===== config.mk =====
export PLATFORM = sky130hd
export DESIGN_NAME = recursive_mutex_wait_queue_unit
export DESIGN_NICKNAME = d
export VERILOG_FILES = /design/src/sv/rmwq_pkg.sv /design/src/sv/rmwq_ram.sv /design/src/sv/rmwq_ctrl.sv /design/src/sv/recursive_mutex_wait_queue_unit.sv
export VERILOG_INCLUDE_DIRS = /design/src /design/src/sv
export SDC_FILE = /design/constraint.sdc
export NUM_CORES = 1
export LEC_CHECK = 0
export BUFFER_PORTS_ARGS = -buffer_cell sky130_fd_sc_hd__clkbuf_2
export CORE_AREA = 2 2 115 117
export CTS_CLUSTER_DIAMETER = 30
export CTS_CLUSTER_SIZE = 20
export DETAILED_ROUTE_END_ITERATION = 12
export DIE_AREA = 0 0 117 119
export PLACE_DENSITY = 0.84
export SLEW_MARGIN = 5
export SYNTH_ARGS = -nofsm -noshare
export SYNTH_HDL_FRONTEND = slang
export SYNTH_SLANG_ARGS = --single-unit

===== constraint.sdc =====
create_clock -name clock -period 7.4 [get_ports clock]
set_input_delay 0.37 -clock clock [delete_from_list [all_inputs] [get_ports clock]]
set_output_delay 0.37 -clock clock [all_outputs]
set_load 0.01 [all_outputs]

===== src/sv/recursive_mutex_wait_queue_unit_macros.svh =====
`ifndef RECURSIVE_MUTEX_WAIT_QUEUE_UNIT_MACROS_SVH
`define RECURSIVE_MUTEX_WAIT_QUEUE_UNIT_MACROS_SVH

// Check that a condition implies another in the same cycle.
`define RMWQ_ASSERT_NOW(lbl, ante, cons, msg) \
   lbl: assert property (@(posedge clock) disable iff (reset) (ante) |-> (cons)) \
      else $error(msg);

// Check that a condition implies another in the next cycle.
`define RMWQ_ASSERT_NEXT(lbl, ante, cons, msg) \
   lbl: assert property (@(posedge clock) disable iff (reset) (ante) |=> (cons)) \
      else $error(msg);

`endif


===== src/sv/rmwq_pkg.sv =====
`timescale 1ns / 1ps

package rmwq_pkg;

   // Default sizes
   localparam int QUEUE_DEPTH_DEF = 16;
   localparam int TASK_BITS_DEF   = 8;
   localparam int MAX_NEST_DEF    = 255;

   // Fixed beat field widths
   localparam int TASK_FIELD_W = 8;
   localparam int NEST_FIELD_W = 8;

   // Request opcodes
   localparam logic OP_LOCK   = 1'b0;
   localparam logic OP_UNLOCK = 1'b1;

   typedef enum logic [2:0] {
      ST_ACQUIRED      = 3'd0,
      ST_REENTERED     = 3'd1,
      ST_BLOCKED       = 3'd2,
      ST_RELEASED_ONE  = 3'd3,
      ST_RELEASED_ALL  = 3'd4,
      ST_NOT_HELD      = 3'd5,
      ST_QUEUE_FULL    = 3'd6,
      ST_NEST_OVERFLOW = 3'd7
   } status_type;

   typedef enum logic [1:0] {
      STATE_IDLE = 2'b01,
      STATE_WAKE = 2'b10
   } state_type;

   typedef struct packed {
      logic                    op;
      logic [TASK_FIELD_W-1:0] task_id;
   } req_type;

   typedef struct packed {
      status_type              status;
      logic                    wake_valid;
      logic [TASK_FIELD_W-1:0] wake_task;
      logic [NEST_FIELD_W-1:0] nest_depth;
   } rsp_type;

   // Outcome of one request, from the lock control to the top level
   typedef struct packed {
      status_type              status;
      logic                    push;
      logic                    pop;
      logic [NEST_FIELD_W-1:0] nest_depth;
   } decision_type;

endpackage


===== src/sv/rmwq_ram.sv =====
`timescale 1ns / 1ps

module rmwq_ram #(
   parameter int WIDTH = 8,
   parameter int DEPTH = 16
) (
   input  logic                     clock,
   input  logic                     wr_en,
   input  logic [$clog2(DEPTH)-1:0] wr_addr,
   input  logic [WIDTH-1:0]         wr_data,
   input  logic                     rd_en,
   input  logic [$clog2(DEPTH)-1:0] rd_addr,
   output logic [WIDTH-1:0]         rd_data
);

   logic [WIDTH-1:0] mem_ff [DEPTH];
   logic [WIDTH-1:0] rd_data_ff;

   // Write one entry, read one entry with registered data
   always_ff @(posedge clock) begin
      if (wr_en) begin
         mem_ff[wr_addr] <= wr_data;
      end
      if (rd_en) begin
         rd_data_ff <= mem_ff[rd_addr];
      end
   end

   assign rd_data = rd_data_ff;

endmodule


===== src/sv/rmwq_ctrl.sv =====
`timescale 1ns / 1ps

module rmwq_ctrl
   import rmwq_pkg::*;
#(
   parameter int QUEUE_DEPTH = QUEUE_DEPTH_DEF,
   parameter int TASK_BITS   = TASK_BITS_DEF,
   parameter int MAX_NEST    = MAX_NEST_DEF,
   localparam int TASK_W = (TASK_BITS < TASK_FIELD_W) ? TASK_BITS : TASK_FIELD_W,
   localparam int PTR_W  = $clog2(QUEUE_DEPTH)
) (
   input  logic              clock,
   input  logic              reset,
   input  logic              accept,
   input  req_type           req,
   output decision_type      dec,
   output logic              wr_en,
   output logic [PTR_W-1:0]  wr_addr,
   output logic [TASK_W-1:0] wr_data,
   output logic              rd_en,
   output logic [PTR_W-1:0]  rd_addr
);

   localparam int FILL_W = $clog2(QUEUE_DEPTH + 1);
   localparam int NEST_W = $clog2(MAX_NEST + 1);

   logic              held_ff,   held_in;
   logic [TASK_W-1:0] holder_ff, holder_in;
   logic [NEST_W-1:0] nest_ff,   nest_in;
   logic [PTR_W-1:0]  head_ff,   head_in;
   logic [PTR_W-1:0]  tail_ff,   tail_in;
   logic [FILL_W-1:0] fill_ff,   fill_in;
   logic [TASK_W-1:0] task_id;
   logic              is_holder;

   // Decide the outcome and the next lock and queue state
   always_comb begin
      task_id   = req.task_id[TASK_W-1:0];
      is_holder = held_ff && (holder_ff == task_id);
      held_in   = held_ff;
      holder_in = holder_ff;
      nest_in   = nest_ff;
      head_in   = head_ff;
      tail_in   = tail_ff;
      fill_in   = fill_ff;
      dec       = '0;
      dec.status = ST_NOT_HELD;
      unique case (req.op)
         OP_LOCK: begin
            priority if (is_holder) begin
               if (nest_ff == NEST_W'(MAX_NEST)) begin
                  dec.status = ST_NEST_OVERFLOW;
               end else begin
                  nest_in    = nest_ff + NEST_W'(1);
                  dec.status = ST_REENTERED;
               end
            end else if (!held_ff) begin
               held_in    = 1'b1;
               holder_in  = task_id;
               nest_in    = NEST_W'(1);
               dec.status = ST_ACQUIRED;
            end else if (fill_ff == FILL_W'(QUEUE_DEPTH)) begin
               dec.status = ST_QUEUE_FULL;
            end else begin
               dec.push   = 1'b1;
               tail_in    = (tail_ff == PTR_W'(QUEUE_DEPTH - 1)) ? '0 : tail_ff + PTR_W'(1);
               fill_in    = fill_ff + FILL_W'(1);
               dec.status = ST_BLOCKED;
            end
         end
         OP_UNLOCK: begin
            priority if (!is_holder) begin
               dec.status = ST_NOT_HELD;
            end else if (nest_ff > NEST_W'(1)) begin
               nest_in    = nest_ff - NEST_W'(1);
               dec.status = ST_RELEASED_ONE;
            end else begin
               held_in    = 1'b0;
               holder_in  = '0;
               nest_in    = '0;
               dec.status = ST_RELEASED_ALL;
               if (fill_ff != '0) begin
                  dec.pop = 1'b1;
                  head_in = (head_ff == PTR_W'(QUEUE_DEPTH - 1)) ? '0 : head_ff + PTR_W'(1);
                  fill_in = fill_ff - FILL_W'(1);
               end
            end
         end
      endcase
      dec.nest_depth = NEST_FIELD_W'(nest_in);
   end

   // Drive the waiter memory: push at tail, pop at head
   assign wr_en   = accept && dec.push;
   assign wr_addr = tail_ff;
   assign wr_data = task_id;
   assign rd_en   = accept && dec.pop;
   assign rd_addr = head_ff;

   // Commit state on an accepted beat
   always_ff @(posedge clock) begin
      if (reset) begin
         held_ff   <= 1'b0;
         holder_ff <= '0;
         nest_ff   <= '0;
         head_ff   <= '0;
         tail_ff   <= '0;
         fill_ff   <= '0;
      end else if (accept) begin
         held_ff   <= held_in;
         holder_ff <= holder_in;
         nest_ff   <= nest_in;
         head_ff   <= head_in;
         tail_ff   <= tail_in;
         fill_ff   <= fill_in;
      end
   end

endmodule


===== src/sv/recursive_mutex_wait_queue_unit.sv =====
// Result: the result beat is registered in the cycle after the request is accepted,
// or after the WAKE state's waiter memory read when a full release wakes a waiter.
// Throughput: 1 request per cycle unless rsp_stall holds a result; WAKE stalls requests.
// Reset: synchronous, active high; clears the mutex, the queue pointers, the
// sequencer and the result valid flag. The result payload and the waiter memory
// are not cleared; only written entries are read.
`timescale 1ns / 1ps

`include "recursive_mutex_wait_queue_unit_macros.svh"

module recursive_mutex_wait_queue_unit
   import rmwq_pkg::*;
#(
   parameter int QUEUE_DEPTH = QUEUE_DEPTH_DEF,
   parameter int TASK_BITS   = TASK_BITS_DEF,
   parameter int MAX_NEST    = MAX_NEST_DEF
) (
   input  logic    clock,
   input  logic    reset,
   input  logic    req_valid,
   output logic    req_stall,
   input  req_type req_data,
   output logic    rsp_valid,
   input  logic    rsp_stall,
   output rsp_type rsp_data
);

   localparam int TASK_W = (TASK_BITS < TASK_FIELD_W) ? TASK_BITS : TASK_FIELD_W;
   localparam int PTR_W  = $clog2(QUEUE_DEPTH);

   state_type         state_ff, state_in;
   logic              rsp_valid_ff, rsp_valid_in;
   rsp_type           rsp_data_ff, rsp_data_in;
   logic              accept;
   decision_type      dec;
   logic              wr_en;
   logic [PTR_W-1:0]  wr_addr;
   logic [TASK_W-1:0] wr_data;
   logic              rd_en;
   logic [PTR_W-1:0]  rd_addr;
   logic [TASK_W-1:0] rd_data;

   // Take a beat when idle and the result register is free or draining
   assign req_stall = (state_ff != STATE_IDLE) || (rsp_valid_ff && rsp_stall);
   assign accept    = req_valid && !req_stall;

   rmwq_ctrl #(
      .QUEUE_DEPTH (QUEUE_DEPTH),
      .TASK_BITS   (TASK_BITS),
      .MAX_NEST    (MAX_NEST)
   ) u_ctrl (
      .clock   (clock),
      .reset   (reset),
      .accept  (accept),
      .req     (req_data),
      .dec     (dec),
      .wr_en   (wr_en),
      .wr_addr (wr_addr),
      .wr_data (wr_data),
      .rd_en   (rd_en),
      .rd_addr (rd_addr)
   );

   rmwq_ram #(
      .WIDTH (TASK_W),
      .DEPTH (QUEUE_DEPTH)
   ) u_waiters (
      .clock   (clock),
      .wr_en   (wr_en),
      .wr_addr (wr_addr),
      .wr_data (wr_data),
      .rd_en   (rd_en),
      .rd_addr (rd_addr),
      .rd_data (rd_data)
   );

   // Sequence the result: direct, or after the waiter read
   always_comb begin
      state_in     = state_ff;
      rsp_data_in  = rsp_data_ff;
      rsp_valid_in = rsp_valid_ff && rsp_stall;
      unique case (state_ff)
         STATE_IDLE: begin
            if (accept) begin
               rsp_data_in.status     = dec.status;
               rsp_data_in.wake_valid = dec.pop;
               rsp_data_in.wake_task  = '0;
               rsp_data_in.nest_depth = dec.nest_depth;
               if (dec.pop) begin
                  state_in = STATE_WAKE;
               end else begin
                  rsp_valid_in = 1'b1;
               end
            end
         end
         STATE_WAKE: begin
            rsp_data_in.wake_task = TASK_FIELD_W'(rd_data);
            rsp_valid_in          = 1'b1;
            state_in              = STATE_IDLE;
         end
         default: begin
            state_in = STATE_IDLE;
         end
      endcase
   end

   // Hold control under reset; payload needs none
   always_ff @(posedge clock) begin
      if (reset) begin
         state_ff     <= STATE_IDLE;
         rsp_valid_ff <= 1'b0;
      end else begin
         state_ff     <= state_in;
         rsp_valid_ff <= rsp_valid_in;
      end
   end

   always_ff @(posedge clock) begin
      rsp_data_ff <= rsp_data_in;
   end

   assign rsp_valid = rsp_valid_ff;
   assign rsp_data  = rsp_data_ff;

   `RMWQ_ASSERT_NEXT(a_wake_one_cycle, state_ff == STATE_WAKE, state_ff == STATE_IDLE && rsp_valid_ff, "wake read did not finish in one cycle")
   `RMWQ_ASSERT_NEXT(a_pop_enters_wake, accept && dec.pop, state_ff == STATE_WAKE, "pop did not start the waiter read")
   `RMWQ_ASSERT_NOW(a_wake_on_release, rsp_valid_ff && rsp_data_ff.wake_valid, rsp_data_ff.status == ST_RELEASED_ALL, "wake reported without a full release")
   `RMWQ_ASSERT_NOW(a_acquire_depth, rsp_valid_ff && rsp_data_ff.status == ST_ACQUIRED, rsp_data_ff.nest_depth == NEST_FIELD_W'(1), "acquire with nesting other than one")

endmodule


==> results <==
- The run finished with clean final reports.
- The deepest clock path buffer count is 2.
- The largest fanout of any net on the critical path is 25.
- The number of buffers inserted by hold repair at cts is 0.
- A synthesized cell averages 14.7 µm².
- STA classifies the critical path endpoint as a register.
- The repair_antennas step left the layout with diodes totalling 0.
- The worst hold path terminates at rsp_valid.
- The total of buffers placed on input and output ports is 34.
- The total overflow left after global routing is 0.
- The remaining routing DRC violations is 0.
- The via count of the first global-routing pass is 4,941.
- Of the synthesized area, sequential elements account for 0.647.
- The clock insertion delay at the later pin of the skew report is 440 ps.
- The arrival time reported for the critical path endpoint is 3410 ps.
- Detailed routing inserted a total of 5,149 vias.
- The number of antenna violations at the first check in global routing came to 0.
- The worst hold path passes through 3 cells.
- The total length of routed wires is 17.8 mm.
- The slack of the worst reg-to-reg path is 4270 ps.
- Of the post-synthesis cell area, the dominant cell type holds 0.567.
- Of the total synthesized cell area, the portion taken by AND, OR, NAND and NOR gates is 0.0976.
- In this run the remaining antenna-violating nets after routing total 0.
- The share of final-layout standard cells stronger than drive strength 1 is 0.199.
- The clock tree skew after final layout is 13.8 ps.
- The clock-pin slew reported for the worst setup and hold paths after clock tree synthesis is 80 ps.
- For this configuration, the core starts out at a cell density of 0.641.
- The critical path in this run is classified as in2reg.
- The first global-routing pass estimated 27.8 mm of wire.
- Timing analysis after detailed placement gives a worst setup slack of 3710 ps.
- The post-route minimum period is 3350 ps.
- The die is 119 µm tall.
- Static timing analysis puts the maximum clock frequency at 298 MHz.
- The number of slew-limit violations in the final report is 0.
- At the pin with the least slew margin, the transition time is 1150 ps.
- Dividing the detail-routed wire length by the instance count gives 22.9 µm.
- The xor/xnor cell area share of the yosys netlist is 0.0170.
- The number of cell rows is 42.
- The max-cap check violation count is 0.
- The layout-stage area growth over the synthesis result is 10.5%.
- The number of filler instances in the final layout is 814.
- The die covers 13,900 µm².
- The I/O pin total is 35.
- The main combinational cell family by area after synthesis is multiplexers.
- CTS built an H-tree with a depth of 4.
- The largest area contributor in the netlist is sky130_fd_sc_hd__edfxtp_1.
- The total iterations of the first detailed-routing run is 6.
- The multiplexer share of the synthesized area is 0.115.
- The critical path startpoint category is an input pin.
- The worst-case setup margin in the final layout is 4050 ps.
- TritonCTS built the clock tree.
- For this block, the initial DRC count from the detailed router was 628.
- The cell area that synthesis handed to floorplanning was 8260 µm².
- Entering global routing, the biggest net connects 37 pins.
- The number of failing hold endpoints at the final stage is 0.
- The worst register-to-register path has a depth of 8.
- After synthesis, the cell types taking the most area are sky130_fd_sc_hd__edfxtp_1 57%, sky130_fd_sc_hd__mux4_2 11%, sky130_fd_sc_hd__dfxtp_1 8.0%, sky130_fd_sc_hd__ha_1 2.3%, sky130_fd_sc_hd__nand2_1 2.0%.
- The synthesis warning total is 0.
- In this run the standard cell core region covers 12,900 µm².
- The library cell used as clock root buffer is sky130_fd_sc_hd__clkbuf_16.
- In the synthesized netlist the dominant register cell turns out to be sky130_fd_sc_hd__edfxtp_1.
- The complex-gate fraction of the synthesized area is 0.0748.
- The final clock period utilization by the worst path is 0.453.
- The post-synthesis register bit count is 189.
- The placed wire-length estimate is 11.7 mm.
- The buffers inserted during post-CTS setup optimization is 0.
- When the netlist entered floorplanning its net count stood at 591.
- The final estimated routing congestion in global placement is 0.978.
- The net total in the final layout is 618.
- The required time at the endpoint of the critical path is 7460 ps.
- The post-cts gate resize count is 0.
- Yosys mapped a number of flops with a built-in enable equal to 156.
- The die width is 117 µm.
- The cell area power density is 230 nW/µm².
- The tightest slew margin relative to the limit is 0.229.
- In this run the critical register-to-register path is captured at u_ctrl.holder_ff[6].
- The type of the tightest min-delay check is in2reg.
- The number of buffers inserted during clock tree synthesis is 17.
- The synthesized instance count is 562.
- The peak ir drop on the vdd network is 0.176 mV.
- The fraction of registers with async set or reset after synthesis is 0.
- Of the total synthesized cell area, the portion taken by full adders, half adders and majority gates is 0.0251.
- The number of distinct library cells after synthesis is 64.
- Summed over all cells, the static leakage comes to 0.00298 µW.
- The startpoint of the worst register-to-register path is u_ctrl.holder_ff[2].
- Setup repair after global routing left no endpoint under its margin.
- In the global route stage, overall resource usage came out at 0.276.
- After detailed routing, the number of vias per cell comes to 6.62.
- The worst hold path startpoint is rsp_stall.
- The number of clock sinks is 189.
- The setup TNS after final layout is 0 ps.
- The total setup violations reported at the end of the flow is 0.
## kinds of logic after synthesis
| kind of cell | after synthesis |
|---|---|
| adder cells (fa/ha/maj) | 16 |
| flip-flops | 189 |
| multiplexers | 45 |
| AO/OA/AOI/OAI | 91 |
| XOR/XNOR | 16 |
| buffers and inverters | 50 |
| AND/OR/NAND/NOR | 155 |
## area by class of cell
| class | count | area, µm² | share of cell area |
|---|---|---|---|
| Sequential cell | 189 | 5350 | 0.586 |
| Multi-Input combinational cell | 323 | 2720 | 0.298 |
| Clock buffer | 18 | 429 | 0.0470 |
| Tap cell | 176 | 220 | 0.0241 |
| Timing Repair Buffer | 37 | 193 | 0.0211 |
| Clock inverter | 14 | 134 | 0.0147 |
| Inverter | 21 | 78.8 | 0.00864 |
## power breakdown
part	internal [µW]	switching (µW)	total, µW	leakage (µW)
logic	24.6	58.2	82.8	0.00103
registers	1160	5.98	1160	0.00169
clock network	442	414	856	0.000264
total	1620	479	2100	0.00298
## synth_stat cells (all sizes together) (8+ instances only)
| cell | count |
|---|---|
| mux4 | 40 |
| and2 | 11 |
| edfxtp | 156 |
| nand3 | 19 |
| nor4 | 8 |
| a31oi | 8 |
| dfxtp | 33 |
| xnor2 | 14 |
| ha | 15 |
| nor3 | 13 |
| nand2 | 44 |
| o21ai | 18 |
| clkbuf | 23 |
| nor2 | 37 |
| a21oi | 27 |
| inv | 21 |
## layer usage
layer,share of wire,global-route usage,vias to the layer above
met1,0.38,0.377,2560
met5,0,0,-
li1,-,-,2228
met4,0.031,0.115,0
met2,0.51,0.432,312
met3,0.082,0.0621,49
## critical path, cell delays in order
cell                        delay [ps]
sky130_fd_sc_hd__clkbuf_2          310
sky130_fd_sc_hd__inv_1             540
sky130_fd_sc_hd__nand2_1           260
sky130_fd_sc_hd__a2111oi_4         690
sky130_fd_sc_hd__nand2_1           310
sky130_fd_sc_hd__nor3_1            910
## registers in the layout, indices dropped and copies added, names as in the netlist, 4 cells and up
signal and cells:
u_ctrl.rd_addr 4, rsp_data 20, u_ctrl.holder_ff 8, u_ctrl.wr_addr 4, u_waiters.rd_data 8, u_ctrl.nest_ff 8, u_waiters.mem_ff 128, u_ctrl.fill_ff 5
## worst max path at each step
| stage | startpoint | end | cells after the start |
|---|---|---|---|
| finish | req_data[8] | u_waiters.mem_ff[3][7] | 6 |
| global route | req_data[8] | u_waiters.mem_ff[3][7] | 6 |
| CTS | req_data[8] | u_waiters.mem_ff[3][7] | 6 |
| detailed placement | req_data[8] | u_waiters.mem_ff[3][1] | 6 |
| global placement | req_data[8] | u_waiters.mem_ff[3][0] | 6 |
| floorplan | req_data[4] | u_waiters.mem_ff[3][0] | 6 |
## stage by stage
step | hold slack, ps | area, µm² | utilization | power (µW) | instances
2_1_floorplan | 444 | 8260 | - | 1230 | 562
3_3_place_gp | 451 | 8560 | 0.665 | 1260 | 746
3_5_place_dp | 466 | 8560 | 0.665 | 1270 | 746
4_1_cts | 273 | 9130 | 0.709 | 2110 | 778
5_1_grt | 296 | 9130 | 0.709 | 2160 | 778
6_report | 276 | 9130 | 0.709 | 2100 | 778
## placed cells by master (no fill, tap or decap), types with 4 or more instances in the layout
master	instances
sky130_fd_sc_hd__edfxtp_1	156
sky130_fd_sc_hd__nand2_1	43
sky130_fd_sc_hd__mux4_2	40
sky130_fd_sc_hd__nor2_1	37
sky130_fd_sc_hd__clkbuf_2	34
sky130_fd_sc_hd__dfxtp_1	31
sky130_fd_sc_hd__a21oi_1	27
sky130_fd_sc_hd__inv_1	20
sky130_fd_sc_hd__nand3_1	19
sky130_fd_sc_hd__o21ai_0	18
sky130_fd_sc_hd__clkbuf_16	17
sky130_fd_sc_hd__ha_1	15
sky130_fd_sc_hd__xnor2_1	14
sky130_fd_sc_hd__nor3_1	12
sky130_fd_sc_hd__and2_1	11
sky130_fd_sc_hd__a31oi_1	8
sky130_fd_sc_hd__nor4_1	5
sky130_fd_sc_hd__mux2i_1	5
sky130_fd_sc_hd__nand4_1	4
sky130_fd_sc_hd__o211ai_1	4
sky130_fd_sc_hd__a21o_1	4
sky130_fd_sc_hd__clkinv_4	4
(Power assumes the default switching activity.)
